===== config.mk =====
export PLATFORM = sky130hd
export DESIGN_NAME = http_header_line_parser_flat
export DESIGN_NICKNAME = d
export VERILOG_FILES = /design/src/design/hhlp_pkg.sv /design/src/design/hhlp_if.sv /design/src/design/hhlp_classifier.sv /design/src/design/http_header_line_parser.sv /design/src/flat_wrapper.sv
export VERILOG_INCLUDE_DIRS = /design/src /design/src/design
export SDC_FILE = /design/constraint.sdc
export NUM_CORES = 1
export LEC_CHECK = 0
export ABC_AREA = 1
export BUFFER_PORTS_ARGS = -buffer_cell sky130_fd_sc_hd__buf_2
export CAP_MARGIN = 20
export CORE_ASPECT_RATIO = 0.5
export CORE_MARGIN = 3
export CORE_UTILIZATION = 41
export CTS_BUF_LIST = sky130_fd_sc_hd__clkbuf_2 sky130_fd_sc_hd__clkbuf_4 sky130_fd_sc_hd__clkbuf_8
export CTS_CLUSTER_SIZE = 24
export DETAILED_ROUTE_END_ITERATION = 7
export PLACE_DENSITY = 0.72
export RECOVER_POWER = 100
export SETUP_SLACK_MARGIN = 0.4
export SKIP_CTS_REPAIR_TIMING = 1
export SLEW_MARGIN = 25
export SYNTH_ARGS = -nofsm -noshare
export SYNTH_HDL_FRONTEND = slang
export SYNTH_SLANG_ARGS = --single-unit

===== constraint.sdc =====
create_clock -name clk -period 3.6 [get_ports clk]
set_input_delay 0.18 -clock clk [delete_from_list [all_inputs] [get_ports clk]]
set_output_delay 0.18 -clock clk [all_outputs]
set_load 0.02 [all_outputs]

===== src/design/http_header_line_parser_defines.svh =====
// ----------------------------------------------------------------------------
// http_header_line_parser_defines.svh
// Assertion macros shared by the header line parser RTL.
// ----------------------------------------------------------------------------
`ifndef HTTP_HEADER_LINE_PARSER_DEFINES_SVH
`define HTTP_HEADER_LINE_PARSER_DEFINES_SVH

// Checked on every clock edge outside reset.
`define HHLP_ASSERT(label, prop, msg) \
    label: assert property (@(posedge clk) disable iff (!rst_n) prop) else $error(msg);

// Checked on every clock edge, reset included.
`define HHLP_ASSERT_ALWAYS(label, prop, msg) \
    label: assert property (@(posedge clk) prop) else $error(msg);

`endif


===== src/design/hhlp_pkg.sv =====
// ----------------------------------------------------------------------------
// hhlp_pkg
// Types and constants of the HTTP header line parser.
// ----------------------------------------------------------------------------
package hhlp_pkg;

    localparam int unsigned MAX_W    = 10;
    localparam int unsigned OFFSET_W = 11;

    localparam logic [MAX_W-1:0] MAX_RESET = 10'd255;

    // byte kinds
    localparam logic [3:0] KIND_SKIP  = 4'd0;
    localparam logic [3:0] KIND_KEY   = 4'd1;
    localparam logic [3:0] KIND_COLON = 4'd2;
    localparam logic [3:0] KIND_SPACE = 4'd3;
    localparam logic [3:0] KIND_VALUE = 4'd4;
    localparam logic [3:0] KIND_VCR   = 4'd5;
    localparam logic [3:0] KIND_LF    = 4'd6;
    localparam logic [3:0] KIND_BCR   = 4'd7;
    localparam logic [3:0] KIND_END   = 4'd8;
    localparam logic [3:0] KIND_ERR   = 4'd9;

    // error causes
    localparam logic [2:0] CAUSE_NONE     = 3'd0;
    localparam logic [2:0] CAUSE_KEY_EOL  = 3'd1;
    localparam logic [2:0] CAUSE_NO_SPACE = 3'd2;
    localparam logic [2:0] CAUSE_TOO_LONG = 3'd3;
    localparam logic [2:0] CAUSE_NO_LF    = 3'd4;
    localparam logic [2:0] CAUSE_END_NOLF = 3'd5;

    localparam logic [7:0] CH_COLON = 8'h3A;
    localparam logic [7:0] CH_CR    = 8'h0D;
    localparam logic [7:0] CH_LF    = 8'h0A;
    localparam logic [7:0] CH_SP    = 8'h20;

    typedef enum logic [7:0] {
        PH_START    = 8'b0000_0001,
        PH_KEY      = 8'b0000_0010,
        PH_COLON    = 8'b0000_0100,
        PH_SPACE    = 8'b0000_1000,
        PH_VALUE    = 8'b0001_0000,
        PH_VALUE_CR = 8'b0010_0000,
        PH_LINE_LF  = 8'b0100_0000,
        PH_BLANK_CR = 8'b1000_0000
    } phase_t;

    typedef struct packed {
        logic [3:0] kind;
        logic [2:0] cause;
    } result_t;

endpackage


===== src/design/hhlp_if.sv =====
// ----------------------------------------------------------------------------
// hhlp_byte_if / hhlp_result_if
// Valid/ready channels for header bytes in and tagged bytes out.
// ----------------------------------------------------------------------------
interface hhlp_byte_if;
    logic       valid;
    logic       ready;
    logic [7:0] data_byte;

    modport source (output valid, output data_byte, input ready);
    modport sink   (input valid, input data_byte, output ready);
endinterface

interface hhlp_result_if;
    logic       valid;
    logic       ready;
    logic [7:0] byte_echo;
    logic [3:0] byte_kind;
    logic [2:0] error_cause;

    modport source (output valid, output byte_echo, output byte_kind, output error_cause,
                    input ready);
    modport sink   (input valid, input byte_echo, input byte_kind, input error_cause,
                    output ready);
endinterface


===== src/design/hhlp_classifier.sv =====
// ----------------------------------------------------------------------------
// hhlp_classifier
// Parser state machine: tags one byte per step and tracks the value offset.
// ----------------------------------------------------------------------------
module hhlp_classifier
(
    input  logic                           clk,
    input  logic                           rst_n,
    input  logic                           step,
    input  logic [7:0]                     data_byte,
    input  logic [hhlp_pkg::MAX_W-1:0]     max_value_offset,
    output hhlp_pkg::result_t              res
);

    hhlp_pkg::phase_t                  phase_reg;
    hhlp_pkg::phase_t                  phase_next;
    logic [hhlp_pkg::OFFSET_W-1:0]     offset_reg;
    logic [hhlp_pkg::OFFSET_W-1:0]     offset_next;
    logic [hhlp_pkg::OFFSET_W-1:0]     offset_inc;
    logic                              too_long;
    logic                              is_cr;
    logic                              is_lf;

    assign is_cr      = (data_byte == hhlp_pkg::CH_CR);
    assign is_lf      = (data_byte == hhlp_pkg::CH_LF);
    assign offset_inc = offset_reg + 11'd1;
    assign too_long   = (offset_inc > {1'b0, max_value_offset});

    always_comb
    begin
        res.kind    = hhlp_pkg::KIND_KEY;
        res.cause   = hhlp_pkg::CAUSE_NONE;
        phase_next  = phase_reg;
        offset_next = offset_reg;
        case (phase_reg)
            hhlp_pkg::PH_KEY:
            begin
                if (data_byte == hhlp_pkg::CH_COLON)
                begin
                    res.kind   = hhlp_pkg::KIND_COLON;
                    phase_next = hhlp_pkg::PH_COLON;
                end
                else if (is_cr || is_lf)
                begin
                    res.kind  = hhlp_pkg::KIND_ERR;
                    res.cause = hhlp_pkg::CAUSE_KEY_EOL;
                end
                else
                begin
                    res.kind = hhlp_pkg::KIND_KEY;
                end
            end
            hhlp_pkg::PH_COLON:
            begin
                if (data_byte == hhlp_pkg::CH_SP)
                begin
                    res.kind   = hhlp_pkg::KIND_SPACE;
                    phase_next = hhlp_pkg::PH_SPACE;
                end
                else
                begin
                    res.kind  = hhlp_pkg::KIND_ERR;
                    res.cause = hhlp_pkg::CAUSE_NO_SPACE;
                end
            end
            hhlp_pkg::PH_SPACE:
            begin
                // first value byte is taken whatever it is
                res.kind    = hhlp_pkg::KIND_VALUE;
                offset_next = '0;
                phase_next  = hhlp_pkg::PH_VALUE;
            end
            hhlp_pkg::PH_VALUE:
            begin
                if (is_cr)
                begin
                    res.kind   = hhlp_pkg::KIND_VCR;
                    phase_next = hhlp_pkg::PH_VALUE_CR;
                end
                else if (too_long)
                begin
                    res.kind  = hhlp_pkg::KIND_ERR;
                    res.cause = hhlp_pkg::CAUSE_TOO_LONG;
                end
                else
                begin
                    res.kind    = hhlp_pkg::KIND_VALUE;
                    offset_next = offset_inc;
                end
            end
            hhlp_pkg::PH_VALUE_CR:
            begin
                if (is_lf)
                begin
                    res.kind   = hhlp_pkg::KIND_LF;
                    phase_next = hhlp_pkg::PH_LINE_LF;
                end
                else
                begin
                    res.kind  = hhlp_pkg::KIND_ERR;
                    res.cause = hhlp_pkg::CAUSE_NO_LF;
                end
            end
            hhlp_pkg::PH_LINE_LF:
            begin
                if (is_cr)
                begin
                    res.kind   = hhlp_pkg::KIND_BCR;
                    phase_next = hhlp_pkg::PH_BLANK_CR;
                end
                else
                begin
                    res.kind   = hhlp_pkg::KIND_KEY;
                    phase_next = hhlp_pkg::PH_KEY;
                end
            end
            hhlp_pkg::PH_BLANK_CR:
            begin
                if (is_lf)
                begin
                    res.kind    = hhlp_pkg::KIND_END;
                    phase_next  = hhlp_pkg::PH_START;
                    offset_next = '0;
                end
                else
                begin
                    res.kind  = hhlp_pkg::KIND_ERR;
                    res.cause = hhlp_pkg::CAUSE_END_NOLF;
                end
            end
            default:
            begin
                // start: leading line breaks are skipped
                if (is_cr || is_lf)
                begin
                    res.kind   = hhlp_pkg::KIND_SKIP;
                    phase_next = hhlp_pkg::PH_START;
                end
                else
                begin
                    res.kind   = hhlp_pkg::KIND_KEY;
                    phase_next = hhlp_pkg::PH_KEY;
                end
            end
        endcase

        if (res.kind == hhlp_pkg::KIND_ERR)
        begin
            phase_next  = hhlp_pkg::PH_START;
            offset_next = '0;
        end
    end

    always_ff @(posedge clk or negedge rst_n)
    begin
        if (!rst_n)
        begin
            phase_reg  <= hhlp_pkg::PH_START;
            offset_reg <= '0;
        end
        else if (step)
        begin
            phase_reg  <= phase_next;
            offset_reg <= offset_next;
        end
    end

endmodule


===== src/design/http_header_line_parser.sv =====
// ----------------------------------------------------------------------------
// http_header_line_parser
// Tags each byte of an HTTP header section (key, colon, space, value,
// line breaks, block end) or flags it as an error with a cause.
// Pipeline: an accepted byte is held in the input reg, then in the result reg with its tag.
// Throughput: 1 byte per cycle while result_out.ready holds; the phase/offset update is registered with the result.
// Reset: phase to start, value offset to 0, both stages empty, limit to 255.
// ----------------------------------------------------------------------------
`include "http_header_line_parser_defines.svh"

module http_header_line_parser
(
    input  logic                       clk,
    input  logic                       rst_n,
    hhlp_byte_if.sink                  byte_in,
    hhlp_result_if.source              result_out,
    input  logic                       cfg_we,
    input  logic [hhlp_pkg::MAX_W-1:0] cfg_wdata
);

    logic [hhlp_pkg::MAX_W-1:0] max_value_offset_reg;

    logic                       s1_valid_reg;
    logic [7:0]                 s1_byte_reg;

    logic                       out_valid_reg;
    logic [7:0]                 out_byte_reg;
    hhlp_pkg::result_t          out_res_reg;

    hhlp_pkg::result_t          res;
    logic                       out_free;
    logic                       advance;
    logic                       in_fire;

    logic                       out_err;
    logic                       out_has_cause;
    logic                       out_end;

    assign out_free      = !out_valid_reg || result_out.ready;
    assign advance       = s1_valid_reg && out_free;
    assign byte_in.ready = !s1_valid_reg || advance;
    assign in_fire       = byte_in.valid && byte_in.ready;

    always_ff @(posedge clk or negedge rst_n)
    begin
        if (!rst_n)
        begin
            max_value_offset_reg <= hhlp_pkg::MAX_RESET;
        end
        else if (cfg_we)
        begin
            max_value_offset_reg <= cfg_wdata;
        end
    end

    hhlp_classifier u_classifier
    (
        .clk              (clk),
        .rst_n            (rst_n),
        .step             (advance),
        .data_byte        (s1_byte_reg),
        .max_value_offset (max_value_offset_reg),
        .res              (res)
    );

    always_ff @(posedge clk or negedge rst_n)
    begin
        if (!rst_n)
        begin
            s1_valid_reg  <= 1'b0;
            out_valid_reg <= 1'b0;
        end
        else
        begin
            if (byte_in.ready)
            begin
                s1_valid_reg <= byte_in.valid;
            end
            if (out_free)
            begin
                out_valid_reg <= advance;
            end
        end
    end

    always_ff @(posedge clk)
    begin
        if (in_fire)
        begin
            s1_byte_reg <= byte_in.data_byte;
        end
        if (advance)
        begin
            out_byte_reg <= s1_byte_reg;
            out_res_reg  <= res;
        end
    end

    assign result_out.valid       = out_valid_reg;
    assign result_out.byte_echo   = out_byte_reg;
    assign result_out.byte_kind   = out_res_reg.kind;
    assign result_out.error_cause = out_res_reg.cause;

    assign out_err       = (out_res_reg.kind == hhlp_pkg::KIND_ERR);
    assign out_has_cause = (out_res_reg.cause != hhlp_pkg::CAUSE_NONE);
    assign out_end       = out_valid_reg && (out_res_reg.kind == hhlp_pkg::KIND_END);

    `HHLP_ASSERT(a_cause_iff_error, out_valid_reg |-> (out_err == out_has_cause), "cause mismatch")
    `HHLP_ASSERT(a_accept_fills_stage, in_fire |=> s1_valid_reg, "accepted byte lost")
    `HHLP_ASSERT(a_end_is_lf, out_end |-> (out_byte_reg == hhlp_pkg::CH_LF), "end not on LF")
    `HHLP_ASSERT_ALWAYS(a_reset_empty, !rst_n |=> (!s1_valid_reg && !out_valid_reg), "not empty")

endmodule

===== src/flat_wrapper.sv =====
// flat-port wrapper written by rule: the top's interface ports become plain ports
module http_header_line_parser_flat 
  (clk, rst_n, cfg_we, cfg_wdata, byte_in_valid, byte_in_data_byte, byte_in_ready, result_out_valid, result_out_byte_echo, result_out_byte_kind, result_out_error_cause, result_out_ready);
  hhlp_byte_if byte_in_i ();
  hhlp_result_if result_out_i ();
  input  logic clk;
  input  logic rst_n;
  input  logic cfg_we;
  input  logic [hhlp_pkg::MAX_W-1:0] cfg_wdata;
  input wire logic [$bits(byte_in_i.valid)-1:0] byte_in_valid;
  input wire logic [$bits(byte_in_i.data_byte)-1:0] byte_in_data_byte;
  output wire logic [$bits(byte_in_i.ready)-1:0] byte_in_ready;
  output wire logic [$bits(result_out_i.valid)-1:0] result_out_valid;
  output wire logic [$bits(result_out_i.byte_echo)-1:0] result_out_byte_echo;
  output wire logic [$bits(result_out_i.byte_kind)-1:0] result_out_byte_kind;
  output wire logic [$bits(result_out_i.error_cause)-1:0] result_out_error_cause;
  input wire logic [$bits(result_out_i.ready)-1:0] result_out_ready;
  assign byte_in_i.valid = byte_in_valid;
  assign byte_in_i.data_byte = byte_in_data_byte;
  assign byte_in_ready = byte_in_i.ready;
  assign result_out_valid = result_out_i.valid;
  assign result_out_byte_echo = result_out_i.byte_echo;
  assign result_out_byte_kind = result_out_i.byte_kind;
  assign result_out_error_cause = result_out_i.error_cause;
  assign result_out_i.ready = result_out_ready;
  http_header_line_parser u_core (.clk(clk), .rst_n(rst_n), .byte_in(byte_in_i), .result_out(result_out_i), .cfg_we(cfg_we), .cfg_wdata(cfg_wdata));
endmodule

Word-level counts from Yosys, hierarchy flattened
Index checks and enable logic that the tools add are counted.
- input port bits: 23
- logic and storage cells: 72
- output and inout bits: 17
- register bits after elaboration: 54
- equality and inequality tests: 19
- muxes and demuxes: 32
- reductions and logical operators: 10
- add/subtract/negate cells: 1
- order comparisons: 1
- operators with widths (operator ; count):
    8-bit two-way mux ; 7
    8-bit one-hot mux with 7 select lines ; 1
    11-bit two-way mux ; 4
    11-bit one-hot mux with 3 select lines ; 1
    4-bit one-hot mux with 7 select lines ; 1
    8-bit by 4-bit equality test with 1-bit output, second input constant ; 3
    8-bit by 6-bit equality test with 1-bit output, second input constant ; 3
    4-bit two-way mux ; 6
    3-bit != test, second input constant ; 7
    3-bit one-hot mux with 5 select lines ; 1
    11-bit by 1-bit adder with 11-bit output, second input constant ; 1
    11-bit by 10-bit greater-than comparator with 1-bit output ; 1
    3-bit two-way mux ; 3
    8-bit by 2-bit equality test with 1-bit output, second input constant ; 1
    8-bit by 3-bit equality test with 1-bit output, second input constant ; 1
    8-bit by 5-bit equality test with 1-bit output, second input constant ; 1
    8-bit by 7-bit equality test with 1-bit output, second input constant ; 1
    8-bit equality test, second input constant ; 1
    2-bit two-way mux ; 4
    6-bit AND reduction ; 1
    5-bit AND reduction ; 1
    4-bit equality test, second input constant ; 1
    1-bit two-way mux ; 4
    4-bit nonzero test ; 1
    3 further kinds ; 7

Depth between registers and ports, before layout
- depth after elaboration: 8
- depth in mapped cells: 23
- mapped depth without buffers: 23

Modules after synthesis
From an unflattened synthesis, not the netlist that was laid out.
- cells, all modules: 353
- area, all modules: 3044.2 µm²
- modules (own cells, without submodules) (module ; sequential area each (µm²) ; cells an instance ; area each (µm²) ; instances):
    hhlp_classifier ; 476.7 ; 276 ; 1818.0 ; 1
    http_header_line_parser ; 1001.0 ; 77 ; 1226.2 ; 1

Worst setup path before layout
Ideal clock, no wire load.
- path kind: register to register
- start point: register u_core.u_classifier.offset_reg[0] in the netlist's numbering
- end point: register u_core.u_classifier.offset_reg[0] in the netlist's numbering
- path slack: 918 ps
- stages on the path, launching flop included: 21
- data required time: 3526 ps
- path buffers: 1
- library setup time: 74 ps
- clock period less this slack: 2682 ps
- data arrival time: 2608 ps
- path through: dfrtp_1 -> ha_1 -> nand4_1 -> nor2_2 -> xor2_1 -> inv_1 -> ha_1 -> nand2_1 -> inv_1 -> a21oi_1 -> nand2_1 -> nand2_1 -> nand2_1 -> nand2_1 -> nand2_1 -> nand2_1 -> nand2_1 -> a21oi_1 -> clkbuf_1 -> nand2_1 -> o21ai_2
- word-level cells in the longest chain between the ends: 8
- elaborated cells between the ends (all ways): 15
- those cells by class: 1 x add/sub; 1 x order compare; 4 x eq/ne; 7 x mux; 2 x reduce/logical
- ends and longest elaborated chain (item ; RTL line ; RTL):
    start: declaration ; hhlp_classifier.sv:17 ; logic [hhlp_pkg::OFFSET_W-1:0] offset_reg;
    start signal: assignment ; hhlp_classifier.sv:164 ; offset_reg <= offset_next;
    11-bit by 1-bit adder with 11-bit output * ; hhlp_classifier.sv:26 ; assign offset_inc = offset_reg + 11'd1;
    11-bit by 10-bit greater-than comparator with 1-bit output ; hhlp_classifier.sv:27 ; assign too_long = (offset_inc > {1'b0, max_value_offset});
    4-bit two-way mux ; hhlp_classifier.sv:80 ; else if (too_long)
    4-bit two-way mux ; hhlp_classifier.sv:75 ; if (is_cr)
    4-bit one-hot mux with 7 select lines ; hhlp_classifier.sv:35 ; case (phase_reg)
    4-bit equality test ; hhlp_classifier.sv:147 ; if (res.kind == hhlp_pkg::KIND_ERR)
    3-bit != test (no source line) / 4-bit nonzero test (equally long branches) ; -- ;
    5-bit AND reduction (no source line) ; -- ;
Every way passes the cells marked *; elsewhere a longest branch is shown, timed or not. The select of a mux whose other input is x is not followed.
A chain may end at the register's enable or synchronous reset.

==> metrics <==
status=finished with violations; failing checks=max-capacitance violations, max-slew violations; period utilization=84.92%; hold path startpoint=byte_in_data_byte[3]; GRT Residual Overflow=0; worst-path fanout max=8; hold depth=1; full die area=8141 um^2; initial core utilization=44.86%; crit path launch type=register; Sw Ratio=35.82%; Net Count, Synth=354; Syn-to-layout area delta=12.27%; DR WL/cell=11.89 um; Fmax=0.3271 GHz; ratio of cells with drive above 1 in the final layout=16.62%; largest family of logic cells by synthesized area=simple AND/OR/NAND/NOR gates; P per Cell Area=491.4 nW/um^2; vias in the first global route=2171; clk sinks=54; dpl cell area=3176 um^2; CTS tree=built; Critical path buffers and inverters=1; WS Path Type=reg -> reg; Routed Antenna Nets=0; top cells by count, synth=nand2_1 (81), inv_1 (48), edfxtp_1 (23); Worst Setup SP=u_core.u_classifier.offset_reg[0]; Data required, critical path=3810 ps; Sequential Power Share=48.1%; cell internal pwr=1.022 mW; clock share of power=22.4%; number of max-cap violations=1; Clock Latency Late Sink=310 ps; Post-Synth Adder-Cell Area=4.770%; Yosys warning count=0; leakage power=1.548 nW; mapped cell area=2885 um^2; Setup WS pre-CTS=671.2 ps; first-pass GRT wire length=9356 um; Yosys cell types=34; worst-case clock buffer depth=2; CP top delay family=simple AND/OR/NAND/NOR gates; initial DRC count=103; largest net degree at the start of global routing=32; Via Count=2160; Layout fillers=636; compound-gate portion of the synthesized area=6.852%; multiplexer share of the synthesized area=0.3903%; Layout Cells excl Fill=455; final setup fails=0; count leader, synth=nand2_1; Async SR Flop Fraction=57.41%; Syn Area/Cell=9.016 um^2; Final Hold Viols=0; largest area contributor in the netlist=edfxtp_1; final instance area=3239 um^2; Residual DRC=0; initial antenna violation count=0; Synth Area in Simple Gates=27.06%; Comb pwr share=29.5%; total track usage=14.09%; crit-path max cell delay=410 ps; final net count=400; Post-Syn Instances=320; area fraction of the dominant cell type after synthesis=23.94%; count of input and output buffers=39; I/O pins=40; flop2flop setup slack=540 ps; XOR/XNOR Fraction of Synth Area=2.428%; Synth area leaders=edfxtp_1 (24%), dfrtp_1 (19%), nand2_1 (11%); RePlAce Congestion=0.8533; Slew @ Worst Pin=1603 ps; post-layout util=50.37%; Synth Register Bits=54; Final Max Tran Viols=32; number of vias per cell=4.747; Detailed Routing Iterations Pass 1=4; Die Height=65.32 um; CP cell instances=ha_1 -> nand4_1 -> nor2_1 -> xor2_1 -> inv_1 -> ha_1 -> nand2_1 -> nor2_1 -> nand2_1 -> nand2_1 -> nand2_1 -> nand2_1 -> nand2_1 -> nand2_1 -> nand2_1 -> nand2_1 -> nand2_1 -> nand2_1 -> nand3_4 -> nand2_4 -> nand2_4 -> nand2_1 -> nand2_1; clk slew on worst S/H paths=100 ps; CP arrival=3270 ps; Critical Path Most Common Cell=nand2_1; sequential area share after synthesis=51.21%; Worst Reg-to-Reg Cells=23; Top FF cell, synth=edfxtp_1; WL final=5409 um; fin worst setup slack=543.1 ps; clk_skew=6.427 ps; Max VDD drop=0.1995 mV; Root Driver=clkbuf_8; Tmin final=3057 ps; floorplan row count=20; Critical Path Sink Type=register; reg-to-reg startpoint=u_core.u_classifier.offset_reg[0]; slew margin rel.=-6.880%; class of the worst hold path=in -> reg; capturing point of the worst reg2reg path=u_core.u_classifier.phase_reg[5]; die width=124.6 um; Worst Hold End=u_core.s1_byte_reg[3]; max reg flops=11; cell count after placement=444; RSZ-0062 raised after global routing=false; H-tree depth=2; Sum Neg Setup Slack=0 ps; number of synthesized flops with an enable pin=23; CTS Buf Count=5; ANT cells=0; sw power=0.5701 mW; Crit-path slowest cell=dfrtp_1; core area=6431 um^2; dpl hpwl=4132 um
## final cells by class
| type | count | area, um^2 | share of cell area [%] |
|---|---|---|---|
| clock buffer | 5 | 68.82 | 2.124 |
| tap | 88 | 110.1 | 3.399 |
| clock inverter | 3 | 26.28 | 0.8111 |
| multi-input combinational | 212 | 1164 | 35.92 |
| inverter | 50 | 187.7 | 5.794 |
| timing repair buffer | 43 | 205.2 | 6.334 |
| sequential | 54 | 1478 | 45.62 |
## routing by layer
metal | vias to the layer above | global-route usage [%] | routed length, um
met5 | - | 0 | 0
met4 | 0 | 5.874 | 72
met3 | 6 | 3.653 | 324
met2 | 50 | 23.99 | 2536
met1 | 980 | 17.34 | 2476
li1 | 1124 | - | -
## cells by family after synthesis
kind of cell / count (synthesis)
compound gates: 30
xor+xnor: 8
fa+ha+maj: 11
buf+inv: 54
flops: 54
mux: 1
simple gates: 162
## metrics by stage
step                      power (mW)  hold slack (ps)
after global routing           1.701            18.74
after CTS                      1.611           -87.51
after detailed placement       1.255            257.9
after global placement         1.243            248.3
after floorplan                1.141           -115.6
final                          1.592            36.73
## cells in the final DEF (no fill, tap or decap), types with 2 or more instances in the layout
cell,n
nand2_4,2
nor2_2,3
or2_2,2
dfrtp_1,22
a21oi_1,5
nand3_1,19
edfxtp_1,23
dfstp_2,8
ha_1,11
nand2_2,3
clkbuf_1,18
nor3_1,5
inv_1,49
o21ai_0,20
nand3b_1,2
nand2_1,83
clkbuf_8,5
buf_4,3
nor2_1,25
xor2_1,7
inv_6,2
buf_2,21
nand4_2,3
nand4_1,9
## power by group through the flow
stage | logic [mW] | clock network, mW | registers, mW
after detailed placement | 0.478 | 0 | 0.777
after CTS | 0.480 | 0.367 | 0.764
final | 0.470 | 0.357 | 0.765
after global routing | 0.537 | 0.392 | 0.773
after floorplan | 0.336 | 0 | 0.806
after global placement | 0.468 | 0 | 0.775
## worst max path at each step
stage / to / cells past startpoint
after CTS: u_core.result_out.byte_kind[2] / 19
final: u_core.u_classifier.phase_reg[5] / 23
after detailed placement: u_core.result_out.byte_kind[2] / 19
after floorplan: u_core.u_classifier.offset_reg[0] / 20
after global placement: u_core.result_out.byte_kind[2] / 19
after global routing: u_core.u_classifier.phase_reg[4] / 23
Power figures use the tool's default switching activity.
